**config.mk**
```make
export PLATFORM = sky130hd
export DESIGN_NAME = utf8_punctuation_tokenizer
export DESIGN_NICKNAME = d
export VERILOG_FILES = /design/src/rtl/utp_pkg.sv /design/src/rtl/utf8_punctuation_tokenizer.sv /design/src/rtl/utp_front.sv /design/src/rtl/utp_fifo.sv /design/src/rtl/utp_back.sv
export SDC_FILE = /design/constraint.sdc
export NUM_CORES = 1
export LEC_CHECK = 0
export ABC_AREA = 1
export BUFFER_PORTS_ARGS = -buffer_cell sky130_fd_sc_hd__buf_4
export CAP_MARGIN = 20
export CORE_MARGIN = 3
export CORE_UTILIZATION = 30
export CTS_CLUSTER_SIZE = 20
export DETAILED_ROUTE_END_ITERATION = 6
export SYNTH_ARGS = -nofsm -noshare
export SYNTH_HDL_FRONTEND = slang
export SYNTH_SLANG_ARGS = --single-unit
```
**constraint.sdc**
```tcl
create_clock -name clk -period 7.7 [get_ports clk]
set_clock_uncertainty 0.2 [all_clocks]
set_input_delay 1.54 -clock clk [delete_from_list [all_inputs] [get_ports clk]]
set_output_delay 1.54 -clock clk [all_outputs]
set_load 0.02 [all_outputs]
```
**src/rtl/utp_pkg.sv**
```systemverilog
// Shared types and constants of the UTF-8 delimiter tokenizer.
`timescale 1ns / 1ps

package utp_pkg;

  localparam logic [7:0] BACKSLASH = 8'h5C;
  localparam int unsigned QUEUE_DEPTH = 4;

  localparam int unsigned CFG_IDX_W = 1;
  localparam logic [CFG_IDX_W-1:0] CFG_DELIM_LOW  = 1'b0;
  localparam logic [CFG_IDX_W-1:0] CFG_DELIM_HIGH = 1'b1;

  typedef struct packed {
    logic [7:0] text_byte;
    logic       final_byte;
  } item_t;

  typedef struct packed {
    logic [7:0] out_byte;
    logic       token_start;
    logic       is_status;
    logic       utf8_invalid;
    logic       last_result;
  } result_t;

  // One classified byte: an optional token byte and an optional status.
  typedef struct packed {
    logic [7:0] text_byte;
    logic       emit;
    logic       token_start;
    logic       final_byte;
    logic       utf8_invalid;
  } entry_t;

endpackage

```
**src/rtl/utf8_punctuation_tokenizer.sv**
```systemverilog
// Top level of the UTF-8 delimiter tokenizer.
`timescale 1ns / 1ps
//
//  channel | ports                           | transfer when
//  --------+---------------------------------+-------------------------
//  input   | in_push, in_full, in_data       | in_push && !in_full
//  result  | out_empty, out_pop, out_data    | out_pop && !out_empty
//  config  | cfg_valid, cfg_ready, cfg_index,| cfg_valid && cfg_ready
//          | cfg_wdata                       |
//
//  One byte is taken per cycle while in_full is low; the front end
//  classifies it in the cycle it arrives and queues one entry (none for an
//  escape or a non-final delimiter). The result stage hands out one result
//  per cycle while out_pop is high; a final token byte: byte, then status.
//  in_full rises only when the QUEUE_DEPTH-entry queue is full.
//  Synchronous active-low reset clears the text state, the queue and both
//  delimiter maps. cfg_ready is always high; writes take effect next cycle.
//
module utf8_punctuation_tokenizer #(
  parameter int unsigned QUEUE_DEPTH = utp_pkg::QUEUE_DEPTH
) (
  input  logic                          clk,
  input  logic                          rst_n,
  // input byte stream
  input  logic                          in_push,
  output logic                          in_full,
  input  utp_pkg::item_t                in_data,
  // result stream
  output logic                          out_empty,
  input  logic                          out_pop,
  output utp_pkg::result_t              out_data,
  // delimiter map writes
  input  logic                          cfg_valid,
  output logic                          cfg_ready,
  input  logic [utp_pkg::CFG_IDX_W-1:0] cfg_index,
  input  logic [63:0]                   cfg_wdata
);

  logic            q_push, q_pop, q_full, q_empty;
  utp_pkg::entry_t q_wdata, q_head;

  assign in_full   = q_full;
  assign cfg_ready = 1'b1;

  // Front end: owns the delimiter maps and all per-text state. It advances
  // on every accepted byte regardless of what the result side is doing.
  utp_front u_front (
    .clk       (clk),
    .rst_n     (rst_n),
    .in_push   (in_push),
    .in_data   (in_data),
    .q_full    (q_full),
    .q_push    (q_push),
    .q_wdata   (q_wdata),
    .cfg_valid (cfg_valid && cfg_ready),
    .cfg_index (cfg_index),
    .cfg_wdata (cfg_wdata)
  );

  // Decoupling queue; one entry per classified byte that yields a result.
  utp_fifo #(
    .DEPTH (QUEUE_DEPTH)
  ) u_fifo (
    .clk   (clk),
    .rst_n (rst_n),
    .push  (q_push),
    .wdata (q_wdata),
    .pop   (q_pop),
    .rdata (q_head),
    .full  (q_full),
    .empty (q_empty)
  );

  // Result stage: an entry leaves the queue once its last result transfers.
  utp_back u_back (
    .clk       (clk),
    .rst_n     (rst_n),
    .head      (q_head),
    .q_empty   (q_empty),
    .q_pop     (q_pop),
    .out_pop   (out_pop),
    .out_empty (out_empty),
    .out_data  (out_data)
  );

endmodule

```
**src/rtl/utp_front.sv**
```systemverilog
// Front end: delimiter maps, UTF-8 check and token classification per byte.
`timescale 1ns / 1ps

module utp_front (
  input  logic                           clk,
  input  logic                           rst_n,
  input  logic                           in_push,
  input  utp_pkg::item_t                 in_data,
  input  logic                           q_full,
  output logic                           q_push,
  output utp_pkg::entry_t                q_wdata,
  input  logic                           cfg_valid,
  input  logic [utp_pkg::CFG_IDX_W-1:0]  cfg_index,
  input  logic [63:0]                    cfg_wdata
);

  // Constraint on the next continuation byte.
  typedef enum logic [2:0] {
    RNG_ANY   = 3'd0,
    RNG_A0_BF = 3'd1,
    RNG_80_9F = 3'd2,
    RNG_90_BF = 3'd3,
    RNG_80_8F = 3'd4
  } range_t;

  logic [127:0] delim_map_r;
  logic         esc_pend_r, esc_pend_nxt;
  logic         in_token_r, in_token_nxt;
  logic [1:0]   cont_left_r, cont_left_nxt;
  range_t       range_r, range_nxt;
  logic         err_r, err_nxt;

  logic [7:0]   b;
  logic         fin;
  logic         accept;
  logic [7:0]   lo, hi;
  logic         lead_chk;
  logic         is_dl, bs_dl;
  logic         emit, start;

  assign b      = in_data.text_byte;
  assign fin    = in_data.final_byte;
  assign accept = in_push && !q_full;

  assign is_dl = !b[7] && delim_map_r[b[6:0]];
  assign bs_dl = delim_map_r[utp_pkg::BACKSLASH[6:0]];

  // UTF-8 sequence tracking
  always_comb begin
    cont_left_nxt = cont_left_r;
    range_nxt     = range_r;
    err_nxt       = err_r;
    lead_chk      = 1'b1;
    lo            = 8'h80;
    hi            = 8'hBF;
    case (range_r)
      RNG_A0_BF: lo = 8'hA0;
      RNG_80_9F: hi = 8'h9F;
      RNG_90_BF: lo = 8'h90;
      RNG_80_8F: hi = 8'h8F;
      default: ;
    endcase
    if (cont_left_r != 2'd0) begin
      if (b >= lo && b <= hi) begin
        cont_left_nxt = cont_left_r - 2'd1;
        range_nxt     = RNG_ANY;
        lead_chk      = 1'b0;
      end else begin
        err_nxt = 1'b1;
      end
    end
    // a byte that breaks a sequence is rechecked as a lead byte
    if (lead_chk) begin
      cont_left_nxt = 2'd0;
      range_nxt     = RNG_ANY;
      unique case (b) inside
        [8'h00:8'h7F]: ;
        [8'hC2:8'hDF]: cont_left_nxt = 2'd1;
        8'hE0: begin
          cont_left_nxt = 2'd2;
          range_nxt     = RNG_A0_BF;
        end
        8'hED: begin
          cont_left_nxt = 2'd2;
          range_nxt     = RNG_80_9F;
        end
        [8'hE1:8'hEC], [8'hEE:8'hEF]: cont_left_nxt = 2'd2;
        8'hF0: begin
          cont_left_nxt = 2'd3;
          range_nxt     = RNG_90_BF;
        end
        8'hF4: begin
          cont_left_nxt = 2'd3;
          range_nxt     = RNG_80_8F;
        end
        [8'hF1:8'hF3]: cont_left_nxt = 2'd3;
        default: err_nxt = 1'b1;
      endcase
    end
    // truncated sequence at end of text
    if (fin && cont_left_nxt != 2'd0) begin
      err_nxt = 1'b1;
    end
  end

  // Escape and token boundaries
  always_comb begin
    esc_pend_nxt = esc_pend_r;
    in_token_nxt = in_token_r;
    emit         = 1'b0;
    start        = 1'b0;
    if (esc_pend_r) begin
      esc_pend_nxt = 1'b0;
      emit         = 1'b1;
      start        = (b != utp_pkg::BACKSLASH && !is_dl && bs_dl) || !in_token_r;
    end else if (b == utp_pkg::BACKSLASH && !fin) begin
      esc_pend_nxt = 1'b1;
    end else if (is_dl) begin
      in_token_nxt = 1'b0;
    end else begin
      emit  = 1'b1;
      start = !in_token_r;
    end
    if (emit) begin
      in_token_nxt = 1'b1;
    end
  end

  assign q_push                = accept && (emit || fin);
  assign q_wdata.text_byte     = b;
  assign q_wdata.emit          = emit;
  assign q_wdata.token_start   = start;
  assign q_wdata.final_byte    = fin;
  assign q_wdata.utf8_invalid  = err_nxt;

  always_ff @(posedge clk) begin
    if (!rst_n) begin
      esc_pend_r  <= 1'b0;
      in_token_r  <= 1'b0;
      cont_left_r <= 2'd0;
      range_r     <= RNG_ANY;
      err_r       <= 1'b0;
    end else if (accept) begin
      if (fin) begin
        esc_pend_r  <= 1'b0;
        in_token_r  <= 1'b0;
        cont_left_r <= 2'd0;
        range_r     <= RNG_ANY;
        err_r       <= 1'b0;
      end else begin
        esc_pend_r  <= esc_pend_nxt;
        in_token_r  <= in_token_nxt;
        cont_left_r <= cont_left_nxt;
        range_r     <= range_nxt;
        err_r       <= err_nxt;
      end
    end
  end

  always_ff @(posedge clk) begin
    if (!rst_n) begin
      delim_map_r <= '0;
    end else if (cfg_valid) begin
      unique case (cfg_index)
        utp_pkg::CFG_DELIM_LOW:  delim_map_r[63:0]   <= cfg_wdata;
        utp_pkg::CFG_DELIM_HIGH: delim_map_r[127:64] <= cfg_wdata;
        default: ;
      endcase
    end
  end

endmodule

```
**src/rtl/utp_fifo.sv**
```systemverilog
// Small register-file queue between the front end and the result stage.
`timescale 1ns / 1ps

module utp_fifo #(
  parameter int unsigned DEPTH = utp_pkg::QUEUE_DEPTH
) (
  input  logic            clk,
  input  logic            rst_n,
  input  logic            push,
  input  utp_pkg::entry_t wdata,
  input  logic            pop,
  output utp_pkg::entry_t rdata,
  output logic            full,
  output logic            empty
);

  localparam int unsigned PTR_W = (DEPTH > 1) ? $clog2(DEPTH) : 1;
  localparam int unsigned CNT_W = $clog2(DEPTH + 1);

  utp_pkg::entry_t  mem [DEPTH];
  logic [PTR_W-1:0] wr_ptr_r, rd_ptr_r;
  logic [CNT_W-1:0] count_r;
  logic             do_push, do_pop;

  assign full    = (count_r == CNT_W'(DEPTH));
  assign empty   = (count_r == '0);
  assign do_push = push && !full;
  assign do_pop  = pop && !empty;
  assign rdata   = mem[rd_ptr_r];

  always_ff @(posedge clk) begin
    if (do_push) begin
      mem[wr_ptr_r] <= wdata;
    end
  end

  always_ff @(posedge clk) begin
    if (!rst_n) begin
      wr_ptr_r <= '0;
      rd_ptr_r <= '0;
      count_r  <= '0;
    end else begin
      if (do_push) begin
        wr_ptr_r <= (wr_ptr_r == PTR_W'(DEPTH - 1)) ? '0 : wr_ptr_r + 1'b1;
      end
      if (do_pop) begin
        rd_ptr_r <= (rd_ptr_r == PTR_W'(DEPTH - 1)) ? '0 : rd_ptr_r + 1'b1;
      end
      case ({do_push, do_pop})
        2'b10:   count_r <= count_r + 1'b1;
        2'b01:   count_r <= count_r - 1'b1;
        default: ;
      endcase
    end
  end

endmodule

```
**src/rtl/utp_back.sv**
```systemverilog
// Result stage: expands a queued entry into its token byte and status results.
`timescale 1ns / 1ps

module utp_back (
  input  logic              clk,
  input  logic              rst_n,
  input  utp_pkg::entry_t   head,
  input  logic              q_empty,
  output logic              q_pop,
  input  logic              out_pop,
  output logic              out_empty,
  output utp_pkg::result_t  out_data
);

  // set once the token byte of a two-result entry has been transferred
  logic phase_r;
  logic two_res;
  logic show_tok;
  logic xfer;

  assign two_res   = head.emit && head.final_byte;
  assign show_tok  = head.emit && !phase_r;
  assign out_empty = q_empty;
  assign xfer      = out_pop && !q_empty;
  assign q_pop     = xfer && !(two_res && !phase_r);

  always_comb begin
    if (show_tok) begin
      out_data.out_byte     = head.text_byte;
      out_data.token_start  = head.token_start;
      out_data.is_status    = 1'b0;
      out_data.utf8_invalid = 1'b0;
      out_data.last_result  = !head.final_byte;
    end else begin
      out_data.out_byte     = 8'h00;
      out_data.token_start  = 1'b0;
      out_data.is_status    = 1'b1;
      out_data.utf8_invalid = head.utf8_invalid;
      out_data.last_result  = 1'b1;
    end
  end

  always_ff @(posedge clk) begin
    if (!rst_n) begin
      phase_r <= 1'b0;
    end else if (xfer) begin
      phase_r <= two_res && !phase_r;
    end
  end

endmodule

```
==> flow_summary.toml <==
[final_layout]
diodes = 0
fillers = 3053
nets = 1347
final_layout_size_suffix_gt1_frac = 0.116
area_delta_synth_final_pct = 17.5
fin_area_um2 = 10300

[global_route]
grt_max_degree = 139
grt_pass1_wl_mm = 37.1
grt_pass1_vias = 6964
overflow = 0
antenna_found_initial = 0
grt_usage = 0.147

[sta]
fin_crit_ns = 5.38
tns_ns = 0
setup_ws_ns = 2.32
whs_ns = 0.254
hold_viol_final = 0
max_freq_mhz = 186
drv_slew = 0
fin_crit_sh = 0.699
worstMarginPinSlew_ns = 1.06
slew_headroom = 0.288
grt_setup_unrepaired = "no"
setup_violations = 0

[worst_setup_path]
startpoint_type = "input pin"
reg2reg_slack_ns = 4.57
arrival_ns = 5.51
required_ns = 7.83
cp_max_fo = 61
reg2reg_depth = 16
path_class = "in -> reg"
cp-end-kind = "register"

[floorplanning]
die_h_um = 177
die_x_um = 177
core_area_um2 = 28800
initial_core_util = 0.306
dieArea_um2 = 31400
pin_count = 94
rows = 62

[routing]
avgViaCountPerCell = 4.63
wirelength_mm = 23.0
drt_iter0_markers = 699
route.detailed.drc = 0
vias = 7653
wire_per_inst_um = 13.9
ant_nets = 0
drtPass1Iterations = 6

[yosys]
synth-seq-cells = 194
syn_avg_cell_area_um2 = 7.30
syn_area_um2 = 8800
yosysSeqAreaShare = 0.496
synth_nets = 1296
yosysUniqueCellTypes = 32
postSynthCellCount = 1205
yosysWarningCount = 0

[clock_tree]
clock_tree.root_cell = "clkbuf_16"
cts.sinks = 194
worstSkewPairLatency_ns = 0.44
cts-resized-gates = 0
htreeDepth = 4
cts_made_buffers = 17
path_clk_slew_ns = 0.08
cts_max_path_buffers = 2
post_cts_buffers = 0
hold_buffers = 0
cts_tree = "built"

[placed_design]
dp_worst_setup_slack_ns = 1.90
placed_cell_area_um2 = 9700
io_buffers = 92
hpwl_mm = 15.3
gp_congestion = 0.851

[run_status]
status = "complete, no violations"

[flow_run]
maxCapViolCount = 0

[worst_hold_path]
hp-class = "reg -> reg"
holdPathStages = 2

[power_and_ir_drop]
powerDensity_nw_per_um2 = 258
vdd_ir_drop_max_mv = 0.125
leakagePower_nw = 4.49
-- registers in the layout, indices dropped and copies added (netlist names), 2 cells and up, named ones only --
register and cells:
u_fifo.count_r 3, u_fifo.mem 48, u_fifo.rd_ptr_r 2, u_fifo.wr_ptr_r 2, u_front.cont_left_r 2, u_front.delim_map_r 128, u_front.range_r 3
-- power by group --
group          switching (mW)  leakage [nW]  internal (mW)
sequential             0.0437          1.64           1.13
clock                   0.446         0.290          0.439
combinational           0.391          2.56          0.217
total                   0.881          4.49           1.79
-- cell usage in the layout, fill, tap and decap left out, types with 5 or more instances in the layout --
cell / n
inv_6: 7
nand3_1: 50
nand2_1: 257
o21ai_0: 161
inv_1: 99
o21ai_1: 7
edfxtp_1: 48
dfxtp_1: 146
ha_1: 11
a21oi_1: 77
clkbuf_16: 17
inv_2: 5
nand4_1: 6
nor2_1: 244
buf_4: 97
-- critical path, stage by stage --
cell,delay [ns]
buf_4,0.52
inv_2,0.56
nor2_2,0.61
nand2_1,0.09
nand3_1,0.11
nand2_1,0.05
nand2_1,0.09
nor2_1,0.04
nor2_1,0.09
nor2_1,0.05
nand3_1,0.07
nand3_1,0.11
nand2_1,0.11
nand3_2,0.11
nand2_2,0.13
ha_1,0.15
inv_1,0.07
fa_1,0.43
a21oi_1,0.15
o21ai_0,0.11
o21ai_0,0.16
a21oi_1,0.06
-- routing by layer --
layer / wire [um] / vias up / GRT usage
li1: - / 3967 / -
met5: 0 / - / 0
met3: 1150 / 19 / 0.0324
met4: 284 / 0 / 0.0344
met1: 11300 / 3517 / 0.208
met2: 10200 / 150 / 0.230
-- layout make-up --
| type | count | area (um^2) | share of cell area |
|---|---|---|---|
| flip-flops and latches | 194 | 4360 | 0.422 |
| clock buffers | 17 | 425 | 0.0412 |
| inverters | 105 | 394 | 0.0381 |
| repair buffers | 100 | 778 | 0.0753 |
| well taps | 384 | 480 | 0.0465 |
| multi-input cells | 838 | 3730 | 0.361 |
| clock inverters | 15 | 164 | 0.0159 |
-- cells in the mapped netlist --
master | instances | area share
nand4_1 | 6 | 0.0043
buf_6 | 3 | 0.0038
a22oi_1 | 1 | 0.00085
o31ai_1 | 1 | 0.00085
nor4_4 | 1 | 0.0024
clkinv_1 | 1 | 0.00043
o211a_1 | 1 | 0.0011
buf_4 | 6 | 0.0051
nand2_1 | 258 | 0.11
buf_2 | 10 | 0.0057
inv_1 | 99 | 0.042
o21ai_1 | 7 | 0.0040
nor2_2 | 1 | 0.00071
nor2_4 | 1 | 0.0013
fa_1 | 1 | 0.0023
nand3_2 | 1 | 0.0011
o211ai_1 | 2 | 0.0017
ha_1 | 11 | 0.016
edfxtp_1 | 48 | 0.16
buf_1 | 5 | 0.0021
nand2_2 | 3 | 0.0021
conb_1 | 1 | 0.00043
o21ai_0 | 161 | 0.092
o21ai_2 | 1 | 0.0010
o22ai_1 | 4 | 0.0028
nand3_1 | 50 | 0.028
dfxtp_1 | 146 | 0.33
clkbuf_1 | 44 | 0.019
nor2_1 | 245 | 0.10
nor3_1 | 4 | 0.0023
inv_2 | 5 | 0.0021
a21oi_1 | 77 | 0.044
-- metrics by stage --
stage                     power, mW  utilization  std cells
final                          2.67        0.359       1653
after global routing           2.82        0.359       1653
after CTS                      2.69        0.357       1650
after detailed placement       1.81        0.337       1618
after global placement         1.80        0.337       1618
after floorplan                1.58            -       1205
-- cell families after synthesis --
group                      after synthesis  synth area share
adders and majority gates               12            0.0179
DFF                                    194             0.496
other                                    1          0.000426
AOI/OAI and AO/OA                      255             0.148
buffers and inverters                  173            0.0804
and+or+nand+nor                        570             0.257
-- worst paths after layout --
kind / to / from
hold / removal: u_front.delim_map_r[30] / u_front.delim_map_r[30]
hold reg to reg: u_front.delim_map_r[30] / u_front.delim_map_r[30]
setup / recovery: u_fifo.count_r[2] / in_data[1]
setup reg to reg: u_fifo.count_r[2] / register
(Power assumes the default switching activity.)
